[config.mk]
export PLATFORM = sky130hd
export DESIGN_NAME = bmpi_mul
export DESIGN_NICKNAME = d
export VERILOG_FILES = /design/src/hdl/bicycle_model_pose_integrator_core_assert.svh /design/src/hdl/bmpi_mul.sv
export SDC_FILE = /design/constraint.sdc
export NUM_CORES = 2
export LEC_CHECK = 0
export BUFFER_PORTS_ARGS = -buffer_cell sky130_fd_sc_hd__buf_2
export CORE_MARGIN = 4
export CORE_UTILIZATION = 35
export DETAILED_ROUTE_END_ITERATION = 12
export HOLD_SLACK_MARGIN = 0.03
export SETUP_SLACK_MARGIN = 0.3
export SYNTH_ARGS = -nofsm -noshare
export SYNTH_HDL_FRONTEND = slang
export SYNTH_SLANG_ARGS = --single-unit
[constraint.sdc]
create_clock -name clk -period 10.6 [get_ports clk]
set_input_delay 1.59 -clock clk [delete_from_list [all_inputs] [get_ports clk]]
set_output_delay 1.59 -clock clk [all_outputs]
set_load 0.005 [all_outputs]
[src/hdl/bicycle_model_pose_integrator_core_assert.svh]
// assertion macros shared by the pose integrator rtl
`ifndef BICYCLE_MODEL_POSE_INTEGRATOR_CORE_ASSERT_SVH
`define BICYCLE_MODEL_POSE_INTEGRATOR_CORE_ASSERT_SVH

`ifndef SYNTHESIS
`define BMPI_ASSERT_IMP(lbl, clk, rst_n, prop, msg) \
    lbl: assert property (@(posedge clk) disable iff (!rst_n) prop) else $error(msg);
`else
`define BMPI_ASSERT_IMP(lbl, clk, rst_n, prop, msg)
`endif

`ifndef SYNTHESIS
`define BMPI_ASSERT_NEVER(lbl, clk, rst_n, cond, msg) \
    lbl: assert property (@(posedge clk) disable iff (!rst_n) !(cond)) else $error(msg);
`else
`define BMPI_ASSERT_NEVER(lbl, clk, rst_n, cond, msg)
`endif

`endif

[src/hdl/bmpi_mul.sv]
// shared signed multiplier with registered product
module bmpi_mul
(
    input  logic               clk,
    input  logic signed [32:0] a,
    input  logic signed [32:0] b,
    output logic signed [65:0] p
);

    logic signed [65:0] p_reg;

    always_ff @(posedge clk)
    begin
        p_reg <= a * b;
    end

    assign p = p_reg;

endmodule

Word level (Yosys, flattened, before mapping)
Index checks and enable logic that the tools add are counted. Widths: inputs -> output; s select.

Register bits: 66. Input bits: 67. Output and inout bits: 66.

Multipliers: 1.

Operators with widths (count): $mul 33x33->66 (1).

Logic depth before layout (Yosys ltp)
Word-level depth: 1. Gate-level depth with buffers: 27.

Worst setup path before layout
No wires, ideal clock.

Kind: input to register. Start point: input port a[32]. End point: register p_reg[62], in the netlist p[62]. Setup time: 0.079 ns. Arrival time: 8.747 ns. Required time: 10.521 ns. Path slack: 1.774 ns. Stages on the path: 23. Buffers on the path: 2. Path through: clkbuf_1 -> nand2_1 -> inv_1 -> fa_1 -> fa_1 -> fa_1 -> fa_1 -> fa_1 -> fa_1 -> fa_1 -> inv_1 -> fa_1 -> inv_1 -> ha_1 -> clkbuf_1 -> and3_1 -> nand3_1 -> nand2b_1 -> a2111oi_4 -> a211oi_4 -> a21o_2 -> a21o_1 -> a211oi_2.

Cells in the longest elaborated chain, start to end: 1.

Ends and longest elaborated chain: from (decl) (line bmpi_mul.sv:5) `input logic signed [32:0] a,`; $mul 33x33->66 (line bmpi_mul.sv:14) `p_reg <= a * b;`; to (signal assigned) (line bmpi_mul.sv:14); to (decl) (line bmpi_mul.sv:10) `logic signed [65:0] p_reg;`.

Every way passes these cells.

Final worst setup path
Start point: input port b[11]. End point: register p_reg[58], in the netlist p[58].

Cells in the longest elaborated chain, start to end: 1.

Ends and longest elaborated chain: from (decl) (line bmpi_mul.sv:6) `input logic signed [32:0] b,`; $mul 33x33->66 (line bmpi_mul.sv:14).

Every way passes these cells.

==> metrics.md <==
| Metric | Value |
|---|---|
| Arr. time, crit path | `slightly below 10 ns` |
| 1st-pass router iterations | `5` |
| Area fraction of the dominant cell type after synthesis | `about 56%` |
| Outcome | `finished clean` |
| Die W | `between 300 and 400 um` |
| Crit path max fanout | `33` |
| Fin crit share | `about nine tenths` |
| Hold Crit Class | `in -> reg` |
| Clock-pin slew on the worst setup and hold paths | `around 0.070 ns` |
| Number of max-cap violations | `0` |
| Cell mode on critical path | `fa_1` |
| Crit path capture type | `flop` |
| Worst-margin pin slew | `roughly 1.1 ns` |
| Warnings, synthesis | `0` |
| Initial antenna violation count | `17` |
| WL met2 | `about 53000 um` |
| Site row count | `~120` |
| First-pass GRT wire length | `roughly 180000 um` |
| Largest net degree at the start of global routing | `34` |
| Post-CTS sizing | `0` |
| GRT overflow | `0` |
| Sequential cell area fraction in the yosys report | `3.24%` |
| Fin. Hold Viols | `0` |
| Metal1 wirelength | `~47000 um` |
| Yosys reg bits | `66` |
| Die height | `~350 um` |
| Syn_area_per_cell | `about 9.4 sq um` |
| Number of synthesized flops with an enable pin | `0` |
| Worst path slowest cell | `a22oi_1` |
| CP peak stage delay | `roughly 0.73 ns` |
| Type of origin of the critical path | `input port` |
| Initial core utilization | `a little over a third` |
| Setup Buffers After CTS | `0` |
| Final wirelength | `112000 um` |
| RD Place Congestion | `roughly 0.93` |
| Max reg flops | `66` |
| Post-DRT Antenna Nets | `0` |
| Setup Crit Path Kind | `in -> reg` |
| Clock period minus worst slack | `around 9.6 ns` |
| GRT Util Overall | `between 10% and 20%` |
| Post-synthesis to final-layout area growth | `5.83%` |
| Max Used Layer | `met5` |
| Post-synth cell types | `80` |
| Wire per inst | `a little under 20 um` |
| CTS max path bufs | `2` |
| IO Port Bufs | `between 100 and 150` |
| Final #Nets | `roughly 5700` |
| Unrepaired setup endpoints after global routing | `no` |
| CTS root buffer | `clkbuf_16` |
| Layout cells sized above 1 | `about 5.3%` |
| Vias in the first global route | `31500` |
| Synth top area cells | `fa_1, inv_1, and2_1, ha_1, nand2_1` |
| Metal3 WL | `8290 um` |
| Clock sinks | `66` |
| Total CTS buffers | `9` |
| Final setup fails | `0` |
| H-tree Lvls | `3` |
| IO Count | `roughly 130` |
| Post-synthesis cell count | `approximately 4300` |
| Via count | `between 20000 and 30000` |
| Synth area leader | `fa_1` |
| Post-synth ARST share | `0%` |
| Crit path max-delay family | `adder cells` |
| CP Data Required Time | `10.89 ns` |
| Residual DRC | `0` |
| Placement Setup Slack | `-0.0138 ns` |
| Post-synth net total | `slightly below 6000` |
| Critical path cell sequence | `buf_2 -> and2_1 -> fa_1 -> fa_1 -> inv_1 -> fa_1 -> inv_1 -> fa_1 -> fa_1 -> fa_1 -> fa_1 -> inv_1 -> fa_1 -> inv_1 -> ha_1 -> nand2_1 -> nor2_1 -> a22oi_1 -> buf_4 -> a2111oi_4 -> a211oi_4 -> a21oi_2 -> nor4b_2 -> a311oi_1` |
| Bufs and invs on worst path | `6` |
| CTS tree | `yes` |
| Max_slew headroom | `24.9%` |
| Top FF cell, synth | `dfxtp_1` |
| Core area | `roughly 0.11 sq mm` |
| Final worst slack | `between 0.9 and 1 ns` |
| CTS Hold Bufs | `0` |
| Post-DR vias/cell | `between 4 and 5` |
| HPWL after detailed placement | `approximately 92000 um` |
| Iter 0 DRT Violations | `about 1600` |
| Fmax | `104 MHz` |
| Pins Over Slew Limit | `0` |
| Mapped Area | `~0.041 sq mm` |
| Die Area | `about 0.12 sq mm` |
final timing paths:
| path | from | endpoint | slack, ns | cells past startpoint |
|---|---|---|---|---|
| worst max-delay path | b[11] | p[58] | 0.96 | 24 |
| worst min-delay path | b[0] | p[0] | 1.88 | 3 |
tightest hold or removal path: stages:
cell and delay, ns:
buf_2 0.20, buf_4 0.26, and2_1 0.17
cells in the mapped netlist (4+ instances only):
library cell,number
clkbuf_1,208
nand2_1,551
a21o_1,36
and4_1,5
nand2b_1,12
o21ai_0,25
xor2_1,25
a211oi_1,7
inv_1,1131
xnor2_1,43
nor2b_1,5
o21bai_1,11
a211o_1,6
o21ai_1,6
a21oi_1,57
nand4_1,11
nand3_1,25
a31oi_1,8
nor3_1,7
buf_2,11
ha_1,217
o21a_1,6
dfxtp_1,66
nor2_1,68
fa_1,1145
and2_1,562
and3_1,5
o211ai_1,4
placed cells by master, fill, tap and decap left out, types with 3 or more instances in the layout:
cell	n
nor2_1	68
ha_1	217
o21a_1	6
inv_1	1131
xnor2_1	43
nor2b_1	5
o21ai_1	6
a31oi_1	8
a21o_1	36
a211o_1	6
a21oi_1	57
nor3_1	7
o21ai_0	25
and4_1	5
nand2b_1	12
or3_1	3
nand3_1	25
buf_4	43
or2_2	3
a211oi_2	3
nand4_1	11
and3_1	5
o31ai_4	3
fa_1	1145
a211oi_1	7
diode_2	12
o21bai_1	11
a21oi_2	3
clkbuf_16	9
o211ai_1	4
buf_2	132
nand2_1	551
and2_1	562
dfxtp_1	66
xor2_1	25
logic make-up (layout without fill, tap and decap cells):
logic type	Yosys count	count (layout)	synth area share (%)
other	0	12	0
xor gates and xnor gates	68	68	1.46
and+or+nand+nor	1271	1271	15.8
buffers and inverters	1352	1322	12.5
DFF	66	66	3.24
adders and majority gates	1362	1362	62.9
AOI/OAI and AO/OA	219	219	4.07
layer usage:
metal,vias up,GRT usage [%]
met3,172,5.21
li1,12300,-
met4,10,6.03
met5,-,0
met1,15000,25.4
met2,818,31.9
per-stage QoR:
stage	cells	util (%)	area, sq um	hold slack (ns)	setup TNS (ns)
CTS	5819	37.5	43100	1.85	0
detailed placement	5803	37.2	42800	1.96	-0.0138
global route	5821	37.5	43100	1.88	0
global placement	5803	37.2	42800	1.97	0
floorplan	4338	-	40700	1.72	0
finish	5832	37.5	43100	1.88	0
area by class of cell:
| cell class | instances | area [sq um] |
|---|---|---|
| repair buffers | 175 | 983 |
| multi-input cells | 2920 | 34300 |
| clock buffers | 9 | 225 |
| flip-flops and latches | 66 | 1320 |
| inverters | 1131 | 4250 |
| clock inverters | 7 | 93.8 |
| well taps | 1512 | 1890 |
| fillers | 11600 | 71900 |
| diodes | 12 | 30.0 |
Power is left out: the tool's default activity adds up to more than one toggle a clock period on the data nets, which glitch-free logic cannot reach.
