--- config.mk ---
export PLATFORM = sky130hd
export DESIGN_NAME = bmpi_div
export DESIGN_NICKNAME = d
export VERILOG_FILES = /design/src/hdl/bicycle_model_pose_integrator_core_assert.svh /design/src/hdl/bmpi_pkg.sv /design/src/hdl/bmpi_div.sv
export SDC_FILE = /design/constraint.sdc
export NUM_CORES = 1
export LEC_CHECK = 0
export BUFFER_PORTS_ARGS = -buffer_cell sky130_fd_sc_hd__buf_2
export CORE_ASPECT_RATIO = 0.7
export CORE_MARGIN = 2
export CORE_UTILIZATION = 25
export DETAILED_ROUTE_END_ITERATION = 12
export PLACE_DENSITY_LB_ADDON = 0.25
export SLEW_MARGIN = 25
export SYNTH_ARGS = -nofsm -noshare
export SYNTH_HDL_FRONTEND = slang
export SYNTH_SLANG_ARGS = --single-unit
--- constraint.sdc ---
create_clock -name clk -period 3.83 [get_ports clk]
set_input_delay 0.766 -clock clk [delete_from_list [all_inputs] [get_ports clk]]
set_output_delay 0.766 -clock clk [all_outputs]
set_load 0.03 [all_outputs]
--- src/hdl/bicycle_model_pose_integrator_core_assert.svh ---
// assertion macros shared by the pose integrator rtl
`ifndef BICYCLE_MODEL_POSE_INTEGRATOR_CORE_ASSERT_SVH
`define BICYCLE_MODEL_POSE_INTEGRATOR_CORE_ASSERT_SVH

`ifndef SYNTHESIS
`define BMPI_ASSERT_IMP(lbl, clk, rst_n, prop, msg) \
    lbl: assert property (@(posedge clk) disable iff (!rst_n) prop) else $error(msg);
`else
`define BMPI_ASSERT_IMP(lbl, clk, rst_n, prop, msg)
`endif

`ifndef SYNTHESIS
`define BMPI_ASSERT_NEVER(lbl, clk, rst_n, cond, msg) \
    lbl: assert property (@(posedge clk) disable iff (!rst_n) !(cond)) else $error(msg);
`else
`define BMPI_ASSERT_NEVER(lbl, clk, rst_n, cond, msg)
`endif

`endif

--- src/hdl/bmpi_pkg.sv ---
// shared constants, types and tables of the pose integrator
package bmpi_pkg;

    localparam int CORDIC_STEPS = 16;
    localparam int CNT_W = $clog2(CORDIC_STEPS);
    localparam int DIV_Q = 48;
    localparam int DIV_CNT_W = 6;

    localparam logic [32:0] TURN_PER_RAD = 33'd683565276;
    localparam logic [33:0] CORDIC_GAIN = 34'd652032874;
    localparam logic signed [17:0] STEER_LIMIT = 18'sd98304;
    localparam logic [19:0] BASE_MIN = 20'd6554;

    localparam logic [2:0] REG_STEP_TIME = 3'd0;
    localparam logic [2:0] REG_WHEEL_BASE = 3'd1;
    localparam logic [2:0] REG_START_X = 3'd2;
    localparam logic [2:0] REG_START_Y = 3'd3;
    localparam logic [2:0] REG_START_HEADING = 3'd4;

    typedef struct packed {
        logic done;
        logic signed [33:0] cos_val;
        logic signed [33:0] sin_val;
    } cordic_res_t;

    typedef struct packed {
        logic done;
        logic neg;
        logic [DIV_Q-1:0] quo;
    } div_res_t;

    function automatic logic [31:0] atan_turns(input logic [4:0] i);
        logic [31:0] r;
        unique case (i)
            5'd0: r = 32'h20000000;
            5'd1: r = 32'h12E4051E;
            5'd2: r = 32'h09FB385B;
            5'd3: r = 32'h051111D4;
            5'd4: r = 32'h028B0D43;
            5'd5: r = 32'h0145D7E1;
            5'd6: r = 32'h00A2F61E;
            5'd7: r = 32'h00517C55;
            5'd8: r = 32'h0028BE53;
            5'd9: r = 32'h00145F2F;
            5'd10: r = 32'h000A2F98;
            5'd11: r = 32'h000517CC;
            5'd12: r = 32'h00028BE6;
            5'd13: r = 32'h000145F3;
            5'd14: r = 32'h0000A2FA;
            5'd15: r = 32'h0000517D;
            5'd16: r = 32'h000028BE;
            5'd17: r = 32'h0000145F;
            5'd18: r = 32'h00000A30;
            5'd19: r = 32'h00000518;
            5'd20: r = 32'h0000028C;
            5'd21: r = 32'h00000146;
            5'd22: r = 32'h000000A3;
            5'd23: r = 32'h00000051;
            5'd24: r = 32'h00000029;
            5'd25: r = 32'h00000014;
            5'd26: r = 32'h0000000A;
            5'd27: r = 32'h00000005;
            5'd28: r = 32'h00000003;
            5'd29: r = 32'h00000001;
            5'd30: r = 32'h00000001;
            5'd31: r = 32'h00000000;
        endcase
        return r;
    endfunction

endpackage

--- src/hdl/bmpi_div.sv ---
// iterative restoring divider, signed dividend over positive divisor, one bit per cycle
module bmpi_div
(
    input  logic               clk,
    input  logic               rst_n,
    input  logic               start,
    input  logic signed [59:0] num,
    input  logic [31:0]        den,
    output logic               busy,
    output bmpi_pkg::div_res_t res
);

    logic                              busy_reg, busy_next;
    logic                              done_reg, done_next;
    logic [bmpi_pkg::DIV_CNT_W-1:0]    cnt_reg, cnt_next;
    logic                              neg_reg, neg_next;
    logic [31:0]                       den_reg, den_next;
    logic [31:0]                       rem_reg, rem_next;
    logic [bmpi_pkg::DIV_Q-1:0]        sh_reg, sh_next;
    logic [59:0]                       mag;
    logic [32:0]                       t;
    logic                              ge;

    always_comb
    begin
        busy_next = busy_reg;
        done_next = 1'b0;
        cnt_next = cnt_reg;
        neg_next = neg_reg;
        den_next = den_reg;
        rem_next = rem_reg;
        sh_next = sh_reg;
        mag = num[59] ? 60'(-num) : num;
        t = {rem_reg, sh_reg[bmpi_pkg::DIV_Q-1]};
        ge = t >= {1'b0, den_reg};
        if (start)
        begin
            busy_next = 1'b1;
            cnt_next = '0;
            neg_next = num[59];
            den_next = den;
            // upper dividend bits stay below the divisor for every operand here
            rem_next = 32'(mag[59:bmpi_pkg::DIV_Q]);
            sh_next = mag[bmpi_pkg::DIV_Q-1:0];
        end
        else if (busy_reg)
        begin
            rem_next = ge ? 32'(t - {1'b0, den_reg}) : t[31:0];
            sh_next = {sh_reg[bmpi_pkg::DIV_Q-2:0], ge};
            cnt_next = cnt_reg + 1'b1;
            if (cnt_reg == bmpi_pkg::DIV_CNT_W'(bmpi_pkg::DIV_Q - 1))
            begin
                busy_next = 1'b0;
                done_next = 1'b1;
            end
        end
    end

    always_ff @(posedge clk or negedge rst_n)
    begin
        if (!rst_n)
        begin
            busy_reg <= 1'b0;
            done_reg <= 1'b0;
            cnt_reg <= '0;
        end
        else
        begin
            busy_reg <= busy_next;
            done_reg <= done_next;
            cnt_reg <= cnt_next;
        end
    end

    always_ff @(posedge clk)
    begin
        neg_reg <= neg_next;
        den_reg <= den_next;
        rem_reg <= rem_next;
        sh_reg <= sh_next;
    end

    assign busy = busy_reg;
    assign res.done = done_reg;
    assign res.neg = neg_reg;
    assign res.quo = sh_reg;

endmodule

# Word-level counts from Yosys, hierarchy flattened
# Cells that the tools add are included.
[classes]
n_eq_ne = 1
muxes = 14
reduce_logical = 1
magnitude_cmp = 1
n_addsub = 3
[op_table]
columns = ["op", "count"]
rows = [
  ["2-to-1 mux 48 bit", 2],
  ["2-to-1 mux 60 bit", 1],
  ["negation 60 bit", 1],
  [">= comparator 33 x 32 -> 1 bit", 1],
  ["2-to-1 mux 32 bit", 1],
  ["subtractor 32 bit", 1],
  ["2-to-1 mux 12 bit", 2],
  ["2-to-1 mux 6 bit", 2],
  ["adder 6 x 1 -> 6 bit (second input constant)", 1],
  ["equality test 6 bit (second input constant)", 1],
  ["2-to-1 mux 1 bit", 6],
  ["nonzero test 2 bit", 1],
]
[word_totals]
input_bits = 95
output_inout_bits = 51
word_cells = 28
reg_bits = 121

# Depth between registers and ports, before layout
[depth]
depth_word = 4
depth_mapped = 13
mapped_depth_nobuf = 12

# Worst setup path before layout
# Ideal clock, no wire load.
[synth_path]
kind = "reg-to-reg"
startpoint = "register sh_reg[47] in the netlist's numbering"
endpoint = "register rem_reg[30]"
n_path_buf = 0
synth_period_minus_slack_ns = 3.194
arrival_time_ns = 3.103
slack_ns = 0.636
setup_time_ns = 0.091
stages_incl_launch_ff = 13
required_ns = 3.739
cell_sequence = "edfxtp_1 > inv_1 > ha_1 > inv_1 > fa_1 > a21o_1 > a221o_1 > nand2_1 > a31oi_1 > a211o_1 > a41oi_1 > mux2_2 > a311oi_1"
[synth_via]
elab_chain_cells = 2
word_cells_on_any_way = 3
cone_classes = "add/sub: 1; order compare: 1; mux: 1"
[synth_lines]
columns = ["element", "line", "text"]
rows = [
  ["start: declaration", "bmpi_div.sv:19", "logic [bmpi_pkg::DIV_Q-1:0] sh_reg, sh_next;"],
  ["start signal: assignment", "bmpi_div.sv:80", "sh_reg <= sh_next;"],
  ["subtractor 32 bit / >= comparator 33 x 32 -> 1 bit (equally long branches)", "bmpi_div.sv:48, bmpi_div.sv:35", ""],
  ["2-to-1 mux 32 bit *", "bmpi_div.sv:48", "rem_next = ge ? 32'(t - {1'b0, den_reg}) : t[31:0];"],
  ["end signal: assignment", "bmpi_div.sv:79", "rem_reg <= rem_next;"],
  ["end: declaration", "bmpi_div.sv:18", "logic [31:0] rem_reg, rem_next;"],
]
# Every way passes the cells marked *; elsewhere a longest branch is shown, timed or not.
# A chain may end at the register's enable or synchronous reset.

# Worst setup path in the final report
# Ends and elaborated chain as after synthesis.

==> flow_summary.json <==
{
  "drt_iter0_markers": 671,
  "tightest_slew_ns": 0.722,
  "fp.dieArea_um2": 33600,
  "numCtsBuffers": 17,
  "placed_area_um2": 9250,
  "rsz0062_at_grt": "false",
  "grt_start_max_net_pins": 61,
  "overflow": 0,
  "drv_cap": 0,
  "ys_seq_area_share_pct": 42.2,
  "grt_pass1_wl_um": 38200,
  "final_area_um2": 9860,
  "cp-start-kind": "register",
  "initial_core_util_pct": 25.6,
  "fin_skew_ns": 0.00913,
  "total_power_mw": 6.03,
  "io_buffers": 145,
  "post-route-period-util_pct": 84.7,
  "p_leak_nw": 4.02,
  "fin_cells": 1424,
  "cp_max_fo": 4,
  "required_ns": 4.18,
  "clock_path_buffers": 2,
  "crit_path_end_kind": "register",
  "antenna_found_initial": 4,
  "cts-root-buf": "clkbuf_16",
  "rows": 54,
  "synth_seq_cells": 121,
  "num-nets-final": 1118,
  "final_util_pct": 31.4,
  "ys_async_sr_fraction_pct": 6.61,
  "synth_nets": 984,
  "place_congestion": 0.834,
  "post-route-min-period_ns": 3.24,
  "wl_um": 24200,
  "layout-drive-gt1-share_pct": 21.4,
  "ys_top_cells_by_area": "edfxtp_1, xor2_1, ha_1",
  "regToRegSetupSlack_ns": 0.59,
  "synth_cell_types": 72,
  "dpl.hpwl_um": 18300,
  "dpl.cell_count": 1389,
  "status": "finished clean",
  "reg2reg_to": "rem_reg[30]",
  "clk_latency_ns": 0.44,
  "critPathKind": "reg2reg",
  "cts_tree": "yes",
  "power_density_nw_per_um2": 612,
  "grt_pass1_vias": 6636,
  "largest_register_ffs": 48,
  "setup_ws_ns": 0.587,
  "synth_warnings": 0,
  "ant_nets": 0,
  "netlist_area_um2": 8030,
  "die_h_um": 154,
  "die_x_um": 218,
  "drc": 0,
  "syn_inst": 854,
  "drtPass1Iterations": 5,
  "path_clk_slew_ns": 0.06,
  "htree_num_levels": 4,
  "r2r_start": "sh_reg[47]",
  "peakVddDrop_mv": 0.252,
  "drv_slew": 0,
  "routed_via_density": 4.80,
  "netlist.area_leader.share_pct": 34.8,
  "synth_top_flop_cell": "edfxtp_1",
  "maxSlewHeadroom_pct": 51.4,
  "synth_largest_area_cell": "edfxtp_1",
  "num_vias": 6836,
  "hold_path_class": "in2async",
  "pre_cts_ws_ns": 0.497,
  "synth_edf_count": 93,
  "fin_setup_tns_ns": 0,
  "holdBufCountCts": 0,
  "post-cts-setup-buffers": 0,
  "track_usage_pct": 14.8,
  "fmax_ghz": 0.308,
  "final-hold-violation-count": 0,
  "hold-worst-slack_ns": 0.166,
  "reg2regPathDepth": 12,
  "arrival_ns": 3.59,
  "syn_avg_cell_area_um2": 9.41,
  "pin_count": 146,
  "syn_to_final_growth_pct": 22.8,
  "core_region_area_um2": 31400,
  "setup_violations": 0,
  "cts-resized-gates": 0,
  "wire_per_inst_um": 17.0,
  "cts_sinks": 121
}
power by group:
part	leakage [nW]	internal, mW	switching, mW
clock network	0.292	1.06	0.605
registers	1.21	1.69	0.156
logic	2.52	0.993	1.52
total	4.02	3.75	2.28
critical path: stages (launching register included):
cell and delay [ns]:
edfxtp_1 0.40, inv_1 0.07, ha_1 0.19, inv_1 0.06
fa_1 0.39, a21o_1 0.22, a221o_1 0.35, nand2_1 0.14
a31oi_1 0.13, a211o_1 0.36, a41oi_1 0.23, mux2_2 0.35
a311oi_1 0.25
worst max path at each step:
| stage | from | end |
|---|---|---|
| after global routing | rem_reg[0] | rem_reg[11] |
| after global placement | num[20] | rem_reg[8] |
| final | sh_reg[47] | rem_reg[30] |
| after CTS | sh_reg[47] | rem_reg[30] |
| after detailed placement | num[20] | rem_reg[8] |
| after floorplan | sh_reg[47] | rem_reg[30] |
cell type report:
cell class                 instances  area [um2]
timing repair buffer             162         897
tap                              420         526
antenna                            3        7.51
fill                            3336       21600
sequential                       121        3390
clock buffer                      26         520
inverter                          43         161
clock inverter                     6        85.1
multi-input combinational        643        4270
synth_stat cells (4+ instances only):
master,number
nand4_1,13
o211ai_1,4
nor4_1,4
a21oi_1,79
a311oi_1,16
a211oi_1,4
and3_1,6
a31oi_1,9
and2_1,5
inv_1,43
o21ai_0,46
nand2b_1,6
buf_1,4
nor2_1,88
o21a_1,4
o31a_1,4
or4_1,7
buf_4,5
dfxtp_1,20
ha_1,34
a21o_1,15
nor2b_1,8
o31ai_1,16
nand2_1,72
mux2i_1,20
buf_2,11
o41ai_1,10
dfrtp_1,8
xnor2_1,21
o21ai_1,4
nand3_1,11
or3_1,4
nor3_1,11
edfxtp_1,93
clkbuf_1,26
xor2_1,65
layout by cell type, fill, tap and decap left out, types with 5 or more instances in the layout:
master | synthesis | routed
buf_4 | 5 | 14
nand4_1 | 13 | 13
a21o_1 | 15 | 15
o21ai_0 | 46 | 46
nand3_1 | 11 | 11
mux2i_1 | 20 | 20
or4_1 | 7 | 7
ha_1 | 34 | 34
edfxtp_1 | 93 | 93
nor3_1 | 11 | 11
a31oi_1 | 9 | 9
o41ai_1 | 10 | 10
a311oi_1 | 16 | 16
o31ai_1 | 16 | 16
nor2b_1 | 8 | 8
clkbuf_16 | 0 | 18
and2_1 | 5 | 5
xor2_1 | 65 | 65
nand2_1 | 72 | 72
nand2b_1 | 6 | 6
inv_1 | 43 | 42
xnor2_1 | 21 | 21
dfrtp_1 | 8 | 8
and3_1 | 6 | 6
buf_2 | 11 | 144
a21oi_1 | 79 | 79
dfxtp_1 | 20 | 20
nor2_1 | 88 | 87
cells by family after synthesis:
family	share of synthesized area (%)
AOI/OAI and AO/OA	19.8
xor gates and xnor gates	9.38
adders and majority gates	5.55
buffers and inverters	4.63
DFF	42.2
muxes	2.77
and+or+nand+nor	15.7
metal layers:
layer | track usage [%] | up-vias | share of wire [%]
li1 | - | 3414 | -
met4 | 4.41 | 0 | 1.4
met5 | 0 | - | 0
met1 | 23.1 | 3242 | 55
met3 | 3.18 | 23 | 4.4
met2 | 19.7 | 157 | 39
(Power assumes the default switching activity.)
