**src/hdl/bicycle_model_pose_integrator_core_assert.svh**
```systemverilog
// assertion macros shared by the pose integrator rtl
`ifndef BICYCLE_MODEL_POSE_INTEGRATOR_CORE_ASSERT_SVH
`define BICYCLE_MODEL_POSE_INTEGRATOR_CORE_ASSERT_SVH

`ifndef SYNTHESIS
`define BMPI_ASSERT_IMP(lbl, clk, rst_n, prop, msg) \
    lbl: assert property (@(posedge clk) disable iff (!rst_n) prop) else $error(msg);
`else
`define BMPI_ASSERT_IMP(lbl, clk, rst_n, prop, msg)
`endif

`ifndef SYNTHESIS
`define BMPI_ASSERT_NEVER(lbl, clk, rst_n, cond, msg) \
    lbl: assert property (@(posedge clk) disable iff (!rst_n) !(cond)) else $error(msg);
`else
`define BMPI_ASSERT_NEVER(lbl, clk, rst_n, cond, msg)
`endif

`endif

```
**src/hdl/bmpi_pkg.sv**
```systemverilog
// shared constants, types and tables of the pose integrator
package bmpi_pkg;

    localparam int CORDIC_STEPS = 16;
    localparam int CNT_W = $clog2(CORDIC_STEPS);
    localparam int DIV_Q = 48;
    localparam int DIV_CNT_W = 6;

    localparam logic [32:0] TURN_PER_RAD = 33'd683565276;
    localparam logic [33:0] CORDIC_GAIN = 34'd652032874;
    localparam logic signed [17:0] STEER_LIMIT = 18'sd98304;
    localparam logic [19:0] BASE_MIN = 20'd6554;

    localparam logic [2:0] REG_STEP_TIME = 3'd0;
    localparam logic [2:0] REG_WHEEL_BASE = 3'd1;
    localparam logic [2:0] REG_START_X = 3'd2;
    localparam logic [2:0] REG_START_Y = 3'd3;
    localparam logic [2:0] REG_START_HEADING = 3'd4;

    typedef struct packed {
        logic done;
        logic signed [33:0] cos_val;
        logic signed [33:0] sin_val;
    } cordic_res_t;

    typedef struct packed {
        logic done;
        logic neg;
        logic [DIV_Q-1:0] quo;
    } div_res_t;

    function automatic logic [31:0] atan_turns(input logic [4:0] i);
        logic [31:0] r;
        unique case (i)
            5'd0: r = 32'h20000000;
            5'd1: r = 32'h12E4051E;
            5'd2: r = 32'h09FB385B;
            5'd3: r = 32'h051111D4;
            5'd4: r = 32'h028B0D43;
            5'd5: r = 32'h0145D7E1;
            5'd6: r = 32'h00A2F61E;
            5'd7: r = 32'h00517C55;
            5'd8: r = 32'h0028BE53;
            5'd9: r = 32'h00145F2F;
            5'd10: r = 32'h000A2F98;
            5'd11: r = 32'h000517CC;
            5'd12: r = 32'h00028BE6;
            5'd13: r = 32'h000145F3;
            5'd14: r = 32'h0000A2FA;
            5'd15: r = 32'h0000517D;
            5'd16: r = 32'h000028BE;
            5'd17: r = 32'h0000145F;
            5'd18: r = 32'h00000A30;
            5'd19: r = 32'h00000518;
            5'd20: r = 32'h0000028C;
            5'd21: r = 32'h00000146;
            5'd22: r = 32'h000000A3;
            5'd23: r = 32'h00000051;
            5'd24: r = 32'h00000029;
            5'd25: r = 32'h00000014;
            5'd26: r = 32'h0000000A;
            5'd27: r = 32'h00000005;
            5'd28: r = 32'h00000003;
            5'd29: r = 32'h00000001;
            5'd30: r = 32'h00000001;
            5'd31: r = 32'h00000000;
        endcase
        return r;
    endfunction

endpackage

```
**src/hdl/bmpi_cordic.sv**
```systemverilog
// iterative rotation-mode cordic, one micro-rotation per cycle
module bmpi_cordic
(
    input  logic                 clk,
    input  logic                 rst_n,
    input  logic                 start,
    input  logic [31:0]          ang,
    output logic                 busy,
    output bmpi_pkg::cordic_res_t res
);

    logic                          busy_reg, busy_next;
    logic                          done_reg, done_next;
    logic [bmpi_pkg::CNT_W-1:0]    cnt_reg, cnt_next;
    logic                          fold_reg, fold_next;
    logic signed [33:0]            re_reg, re_next;
    logic signed [33:0]            im_reg, im_next;
    logic signed [33:0]            z_reg, z_next;
    logic [31:0]                   a_fold;
    logic signed [33:0]            dre, dim, at;

    always_comb
    begin
        busy_next = busy_reg;
        done_next = 1'b0;
        cnt_next = cnt_reg;
        fold_next = fold_reg;
        re_next = re_reg;
        im_next = im_reg;
        z_next = z_reg;
        // fold into the right half plane
        a_fold = (ang[31] ^ ang[30]) ? (ang ^ 32'h80000000) : ang;
        dre = im_reg >>> cnt_reg;
        dim = re_reg >>> cnt_reg;
        at = $signed({2'b00, bmpi_pkg::atan_turns(5'(cnt_reg))});
        if (start)
        begin
            busy_next = 1'b1;
            cnt_next = '0;
            fold_next = ang[31] ^ ang[30];
            re_next = bmpi_pkg::CORDIC_GAIN;
            im_next = '0;
            z_next = $signed({{2{a_fold[31]}}, a_fold});
        end
        else if (busy_reg)
        begin
            if (!z_reg[33])
            begin
                re_next = re_reg - dre;
                im_next = im_reg + dim;
                z_next = z_reg - at;
            end
            else
            begin
                re_next = re_reg + dre;
                im_next = im_reg - dim;
                z_next = z_reg + at;
            end
            cnt_next = cnt_reg + 1'b1;
            if (cnt_reg == bmpi_pkg::CNT_W'(bmpi_pkg::CORDIC_STEPS - 1))
            begin
                busy_next = 1'b0;
                done_next = 1'b1;
            end
        end
    end

    always_ff @(posedge clk or negedge rst_n)
    begin
        if (!rst_n)
        begin
            busy_reg <= 1'b0;
            done_reg <= 1'b0;
            cnt_reg <= '0;
        end
        else
        begin
            busy_reg <= busy_next;
            done_reg <= done_next;
            cnt_reg <= cnt_next;
        end
    end

    always_ff @(posedge clk)
    begin
        fold_reg <= fold_next;
        re_reg <= re_next;
        im_reg <= im_next;
        z_reg <= z_next;
    end

    assign busy = busy_reg;
    assign res.done = done_reg;
    assign res.cos_val = fold_reg ? -re_reg : re_reg;
    assign res.sin_val = fold_reg ? -im_reg : im_reg;

endmodule

```
**config.mk**
```make
export PLATFORM = sky130hd
export DESIGN_NAME = bmpi_cordic
export DESIGN_NICKNAME = d
export VERILOG_FILES = /design/src/hdl/bicycle_model_pose_integrator_core_assert.svh /design/src/hdl/bmpi_pkg.sv /design/src/hdl/bmpi_cordic.sv
export SDC_FILE = /design/constraint.sdc
export NUM_CORES = 1
export LEC_CHECK = 0
export BUFFER_PORTS_ARGS = -buffer_cell sky130_fd_sc_hd__buf_2
export CAP_MARGIN = 20
export CORE_ASPECT_RATIO = 0.6
export CORE_MARGIN = 10
export CORE_UTILIZATION = 50
export DETAILED_ROUTE_END_ITERATION = 7
export PLACE_DENSITY = 0.68
export SYNTH_ARGS = -nofsm -noshare
export SYNTH_HDL_FRONTEND = slang
export SYNTH_SLANG_ARGS = --single-unit
```
**constraint.sdc**
```tcl
create_clock -name clk -period 8 [get_ports clk]
set_clock_uncertainty 0.2 [all_clocks]
set_input_delay 2 -clock clk [delete_from_list [all_inputs] [get_ports clk]]
set_output_delay 2 -clock clk [all_outputs]
set_load 0.05 [all_outputs]
```
Word level (Yosys, flattened, before mapping)
Memories as Yosys holds them, arrays and structs flattened.
Index checks and enable logic that the tools add are counted.
{"block": "totals", "mem_count": 1, "latch_bits": 0, "input_bits": 35, "mem_bits_ro": 480, "mem_bits_rw": 0, "word_cells": 39, "reg_bits": 109}
{"name": "(no name shown)", "words": 16, "word_bits": 30, "read_ports": 1, "rd_ports_with_merged_regs": 0, "write_ports": 0, "line": "bmpi_pkg.sv:34", "rtl": "unique case (i)"}
{"block": "op_classes", "n_eq_ne": 1, "muxes": 16, "add_sub_neg": 9, "bitwise_logic": 2, "mul": 0, "n_div": 0, "n_shift": 2, "n_lt_le_gt_ge": 0, "n_reduce_logical": 1}
{"operator": "34-bit 2-to-1 mux", "n": 7}
{"operator": "34-bit adder", "n": 2}
{"operator": "34-bit negation", "n": 2}
{"operator": "34-bit by 4-bit >>> shifter with 34-bit output", "n": 2}
{"operator": "34-bit subtractor", "n": 2}
{"operator": "34-bit by 33-bit adder with 34-bit output", "n": 1}
{"operator": "34-bit by 33-bit subtractor with 34-bit output", "n": 1}
{"operator": "32-bit 2-to-1 mux", "n": 1}
{"operator": "4-bit 2-to-1 mux", "n": 2}
{"operator": "1-bit 2-to-1 mux", "n": 6}
{"operator": "4-bit by 1-bit adder with 4-bit output (second input constant)", "n": 1}
{"operator": "4-bit == test (second input constant)", "n": 1}
{"operator": "2-bit nonzero test", "n": 1}
{"operator": "1-bit inverter", "n": 1}
{"operator": "1-bit XOR", "n": 1}

Logic depth before layout (Yosys ltp)
An unclocked memory read counts as a cell.
{"block": "logic_depth", "word_depth": 5, "depth_mapped": 28}

Worst setup path after synthesis
Ideal clock, no wire load.
{"block": "synth_path", "path_kind": "reg-to-reg", "startpoint": "register cnt_reg[0] in the netlist's numbering", "endpoint": "register z_reg[32] (data pin)", "setup_ns": 0.267, "stages_incl_launch_ff": 28, "arrival_time_ns": 6.336, "path_slack_ns": 1.197, "required_time_ns": 7.533, "period_less_slack_ns": 6.803, "cell_sequence": "dfrtp_1 -> buf_6 -> buf_12 -> buf_12 -> buf_4 -> buf_6 -> buf_2 -> inv_1 -> ha_1 -> clkbuf_1 -> inv_1 -> mux4_2 -> nor3b_1 -> and4bb_2 -> and3_1 -> a21oi_1 -> xor2_1 -> ha_1 -> a21oi_1 -> o21ai_0 -> a2111oi_0 -> nor3_1 -> o2111ai_1 -> a31oi_1 -> or4_1 -> a31oi_1 -> xor2_1 -> o21ai_0"}
{"block": "synth_via", "elab_chain_cells": 5}
{"element": "start, declared", "line": "bmpi_cordic.sv:14", "rtl": "logic [bmpi_pkg::CNT_W-1:0] cnt_reg, cnt_next;"}
{"element": "start signal, assigned", "line": "bmpi_cordic.sv:80", "rtl": "cnt_reg <= cnt_next;"}
{"element": "memory read 16 x 30 bit (*)"}
{"element": "34-bit by 33-bit subtractor with 34-bit output or 34-bit by 33-bit adder with 34-bit output (tied branches)", "line": "bmpi_cordic.sv:51, bmpi_cordic.sv:57"}
{"element": "34-bit 2-to-1 mux (*)", "line": "bmpi_cordic.sv:47", "rtl": "if (!z_reg[33])"}
{"element": "34-bit 2-to-1 mux (*)", "line": "bmpi_cordic.sv:45", "rtl": "else if (busy_reg)"}
{"element": "34-bit 2-to-1 mux (*)", "line": "bmpi_cordic.sv:36", "rtl": "if (start)"}
{"element": "net z_next[32]", "line": "bmpi_cordic.sv:18", "rtl": "logic signed [33:0] z_reg, z_next;"}
{"element": "end signal, assigned", "line": "bmpi_cordic.sv:89", "rtl": "z_reg <= z_next;"}
{"element": "end, declared", "line": "bmpi_cordic.sv:18"}
Mark *: on every way through the listed nets, which the timed path passes. The rest lies on a longest branch. The select of a mux whose other input is x is not followed.
A chain may end at the register's enable or synchronous reset.

Worst setup path after layout
Ends and elaborated chain as after synthesis.

==> summary.md <==
| Metric | Value |
|---|---|
| Number of global-route vias before repair | 15010 |
| Final instance area | 17790 sq um |
| Total gr overflow | 0 |
| Met3 Usage GRT | 9.966% |
| Mapped cell area | 16960 sq um |
| Core area | 33570 sq um |
| Share of post-route cells with drive strength above 1 | 12.33% |
| Hpwl dp | 41.65 mm |
| # Post-CTS Setup Buffers | 0 |
| MaxCap Viol Count | 0 |
| CP max-delay cell | a2111oi_0 |
| Initial DRC count | 2148 |
| Clock Tree Root | clkbuf_16 |
| CTS clk-pin slew, worst paths | 80 ps |
| CTS tree | yes |
| Yosys reg bits | 109 |
| Slew Viols, Final | 0 |
| Post-synth EDFFs | 35 |
| WL/cell | 21.97 microns |
| Distinct cells, synth | 91 |
| FMAX | 133.4 MHz |
| Hold WC Path Type | flip-flop to flip-flop |
| DRC | 0 |
| Slew headroom | 15.75% |
| Hold Violations, Final | 0 |
| Worst R2R Setup Slack | 510 ps |
| Full die area | 41930 sq um |
| Final setup fails | 0 |
| Buf+Inv Stages, Crit Path | 3 |
| Setup CP Type | flip-flop to flip-flop |
| DR vias/cell | 6.485 |
| Area post-placement | 17480 sq um |
| Worst-margin pin slew | 1232 ps |
| Register area share after synthesis | 15.11% |
| Die span in y | 162.7 microns |
| Crit path max-delay family | compound AO/OA/AOI/OAI gates |
| CP startpoint kind | flip-flop |
| Async SR Flop Fraction | 5.505% |
| Buffers on Ports | 104 |
| Crit-path cells | inv_1 -> ha_1 -> inv_1 -> mux4_2 -> nor3b_1 -> and4bb_2 -> and3_1 -> a21oi_1 -> buf_4 -> xor2_1 -> ha_1 -> a21oi_1 -> o21ai_0 -> a2111oi_0 -> nor3_1 -> o2111ai_1 -> a31oi_1 -> or4_1 -> a31oi_1 -> xor2_1 -> o21ai_0 |
| DR pass1 iterations | 8 |
| All-layer global routing usage | 25.67% |
| Initial Util | 50.53% |
| Final wirelength | 55.89 mm |
| RSZ-0062 raised after global routing | no |
| PostCTS Resize Cnt | 0 |
| Site Rows | 52 |
| Final TNS setup | 0 ps |
| Crit path largest cell delay | 1050 ps |
| Ys Warns | 0 |
| Largest net degree at the start of global routing | 72 |
| Diode count | 0 |
| GRT busiest layer | met1 |
| Final critical-path required period | 7494 ps |
| Synth Instances | 2098 |
| Hold_buf cts | 0 |
| Synthesis-to-finish area growth | 4.905% |
| Total CTS buffers | 9 |
| Met1 global-route usage | 38.48% |
| Final nets | 2232 |
| Most frequent cells in the layout | nand2_1, nor2_1, xnor2_1 |
| RR Startpoint | cnt_reg[0] |
| Initial antenna violation count | 0 |
| Gpl congestion | 0.9747 |
| Die extent in x | 257.8 microns |
| Main flop type after synthesis | dfxtp_1 |
| Status | finished clean |
| H-tree depth | 3 |
| Critical Path Sink Type | flip-flop |
| Largest buffer count on any clock path | 2 |
| Syn nets | 2250 |
| Clock Sinks | 109 |
| Hold path start | im_reg[0] |
| Total number of vias | 16500 |
| Data required, critical path | 7930 ps |
| Final period util | 93.68% |
| Global-route met2 utilization | 33.65% |
| Post-route ant nets | 0 |
| Avg Inst Size Synth | 8.085 sq um |
| Crit path from | cnt_reg[0] |
| First-pass GRT wire length | 86.42 mm |
| Worst skew pair latency | 400 ps |
| Worst EP arrival | 7420 ps |
| IO Count | 105 |
| Commonest non-fill, non-tap cell in the layout | nand2_1 |
| Crit-path max FO | 35 |
[per-layer routing]
| layer | vias to the layer above | share of wire (%) |
|---|---|---|
| li1 | 7787 | - |
| met3 | 66 | 14 |
| met2 | 848 | 38 |
| met5 | - | 0 |
| met1 | 7797 | 47 |
| met4 | 0 | 1.1 |
[worst register-to-register path, stage by stage (launching register included)]
cell       delay, ps
dfrtp_4          790
inv_1            310
ha_1             540
inv_1            100
mux4_2           510
nor3b_1          180
and4bb_2         280
and3_1           200
a21oi_1          160
buf_4            210
xor2_1           170
ha_1             320
a21oi_1          250
o21ai_0          190
a2111oi_0       1050
nor3_1           330
o2111ai_1        420
a31oi_1          180
or4_1            420
a31oi_1          210
xor2_1           150
o21ai_0           80
[Yosys cell counts, types with 10 or more instances]
cell | n | area [sq um]
xor2_1 | 82 | 718.2
or2_2 | 14 | 87.58
or3_1 | 23 | 143.9
nand2_1 | 205 | 769.5
and3_1 | 25 | 156.4
a21o_1 | 50 | 375.4
a31oi_1 | 28 | 175.2
clkbuf_1 | 97 | 364.1
dfxtp_1 | 68 | 1361
mux2_2 | 25 | 281.5
and2_1 | 15 | 93.84
edfxtp_1 | 35 | 1051
nor3_1 | 32 | 160.2
ha_1 | 114 | 1426
a21oi_1 | 149 | 745.7
a22o_1 | 21 | 183.9
a211oi_1 | 22 | 165.2
nor4_1 | 15 | 93.84
mux2i_1 | 51 | 510.5
inv_1 | 56 | 210.2
buf_2 | 20 | 100.1
mux4_2 | 36 | 810.8
nor2b_1 | 10 | 62.56
a22oi_1 | 13 | 97.59
o211ai_1 | 19 | 142.6
mux4_1 | 39 | 1025
o21ai_0 | 139 | 695.7
nand3_1 | 48 | 240.2
xnor2_1 | 155 | 1358
buf_6 | 12 | 135.1
o21bai_1 | 18 | 135.1
nand2b_1 | 23 | 143.9
buf_1 | 23 | 86.33
o31ai_1 | 31 | 232.7
o21a_1 | 10 | 75.07
nor2_1 | 181 | 679.4
[through the flow]
| stage | hold slack [ps] | worst slack (ps) | util, % | cells |
|---|---|---|---|---|
| 3_5_place_dp | 359.1 | 931.6 | 52.06 | 2528 |
| 4_1_cts | 366.5 | 912.6 | 53.00 | 2544 |
| 5_1_grt | 384.8 | 293.2 | 53.00 | 2544 |
| 2_1_floorplan | 293.9 | 1197 | - | 2098 |
| 6_report | 361.7 | 505.9 | 53.00 | 2544 |
| 3_3_place_gp | 324.9 | 1121 | 52.06 | 2528 |
[worst paths after layout]
check,end,cells past startpoint
max,z_reg[32],21
max in group asynchronous,cnt_reg[0],1
min,im_reg[0],2
min reg2reg,im_reg[0],2
max reg2reg,z_reg[32],21
min in group asynchronous,done_reg,1
[cell families after synthesis]
logic type      synth area share (%)
buf+inv                        6.410
xor+xnor                       12.24
flops                          15.11
compound gates                 23.86
mux                            15.57
fa+ha+maj                      8.763
simple gates                   18.06
[cell type report]
type,instances,area [sq um]
fillers,3204,15780
inverters,58,217.7
clock inverters,5,62.56
repair buffers,139,798.3
multi-input cells,1763,13320
flip-flops and latches,109,2574
clock buffers,11,252.7
well taps,459,574.3
Power is left out: the tool's default activity adds up to more than one toggle a clock period on the data nets, which glitch-free logic cannot reach.
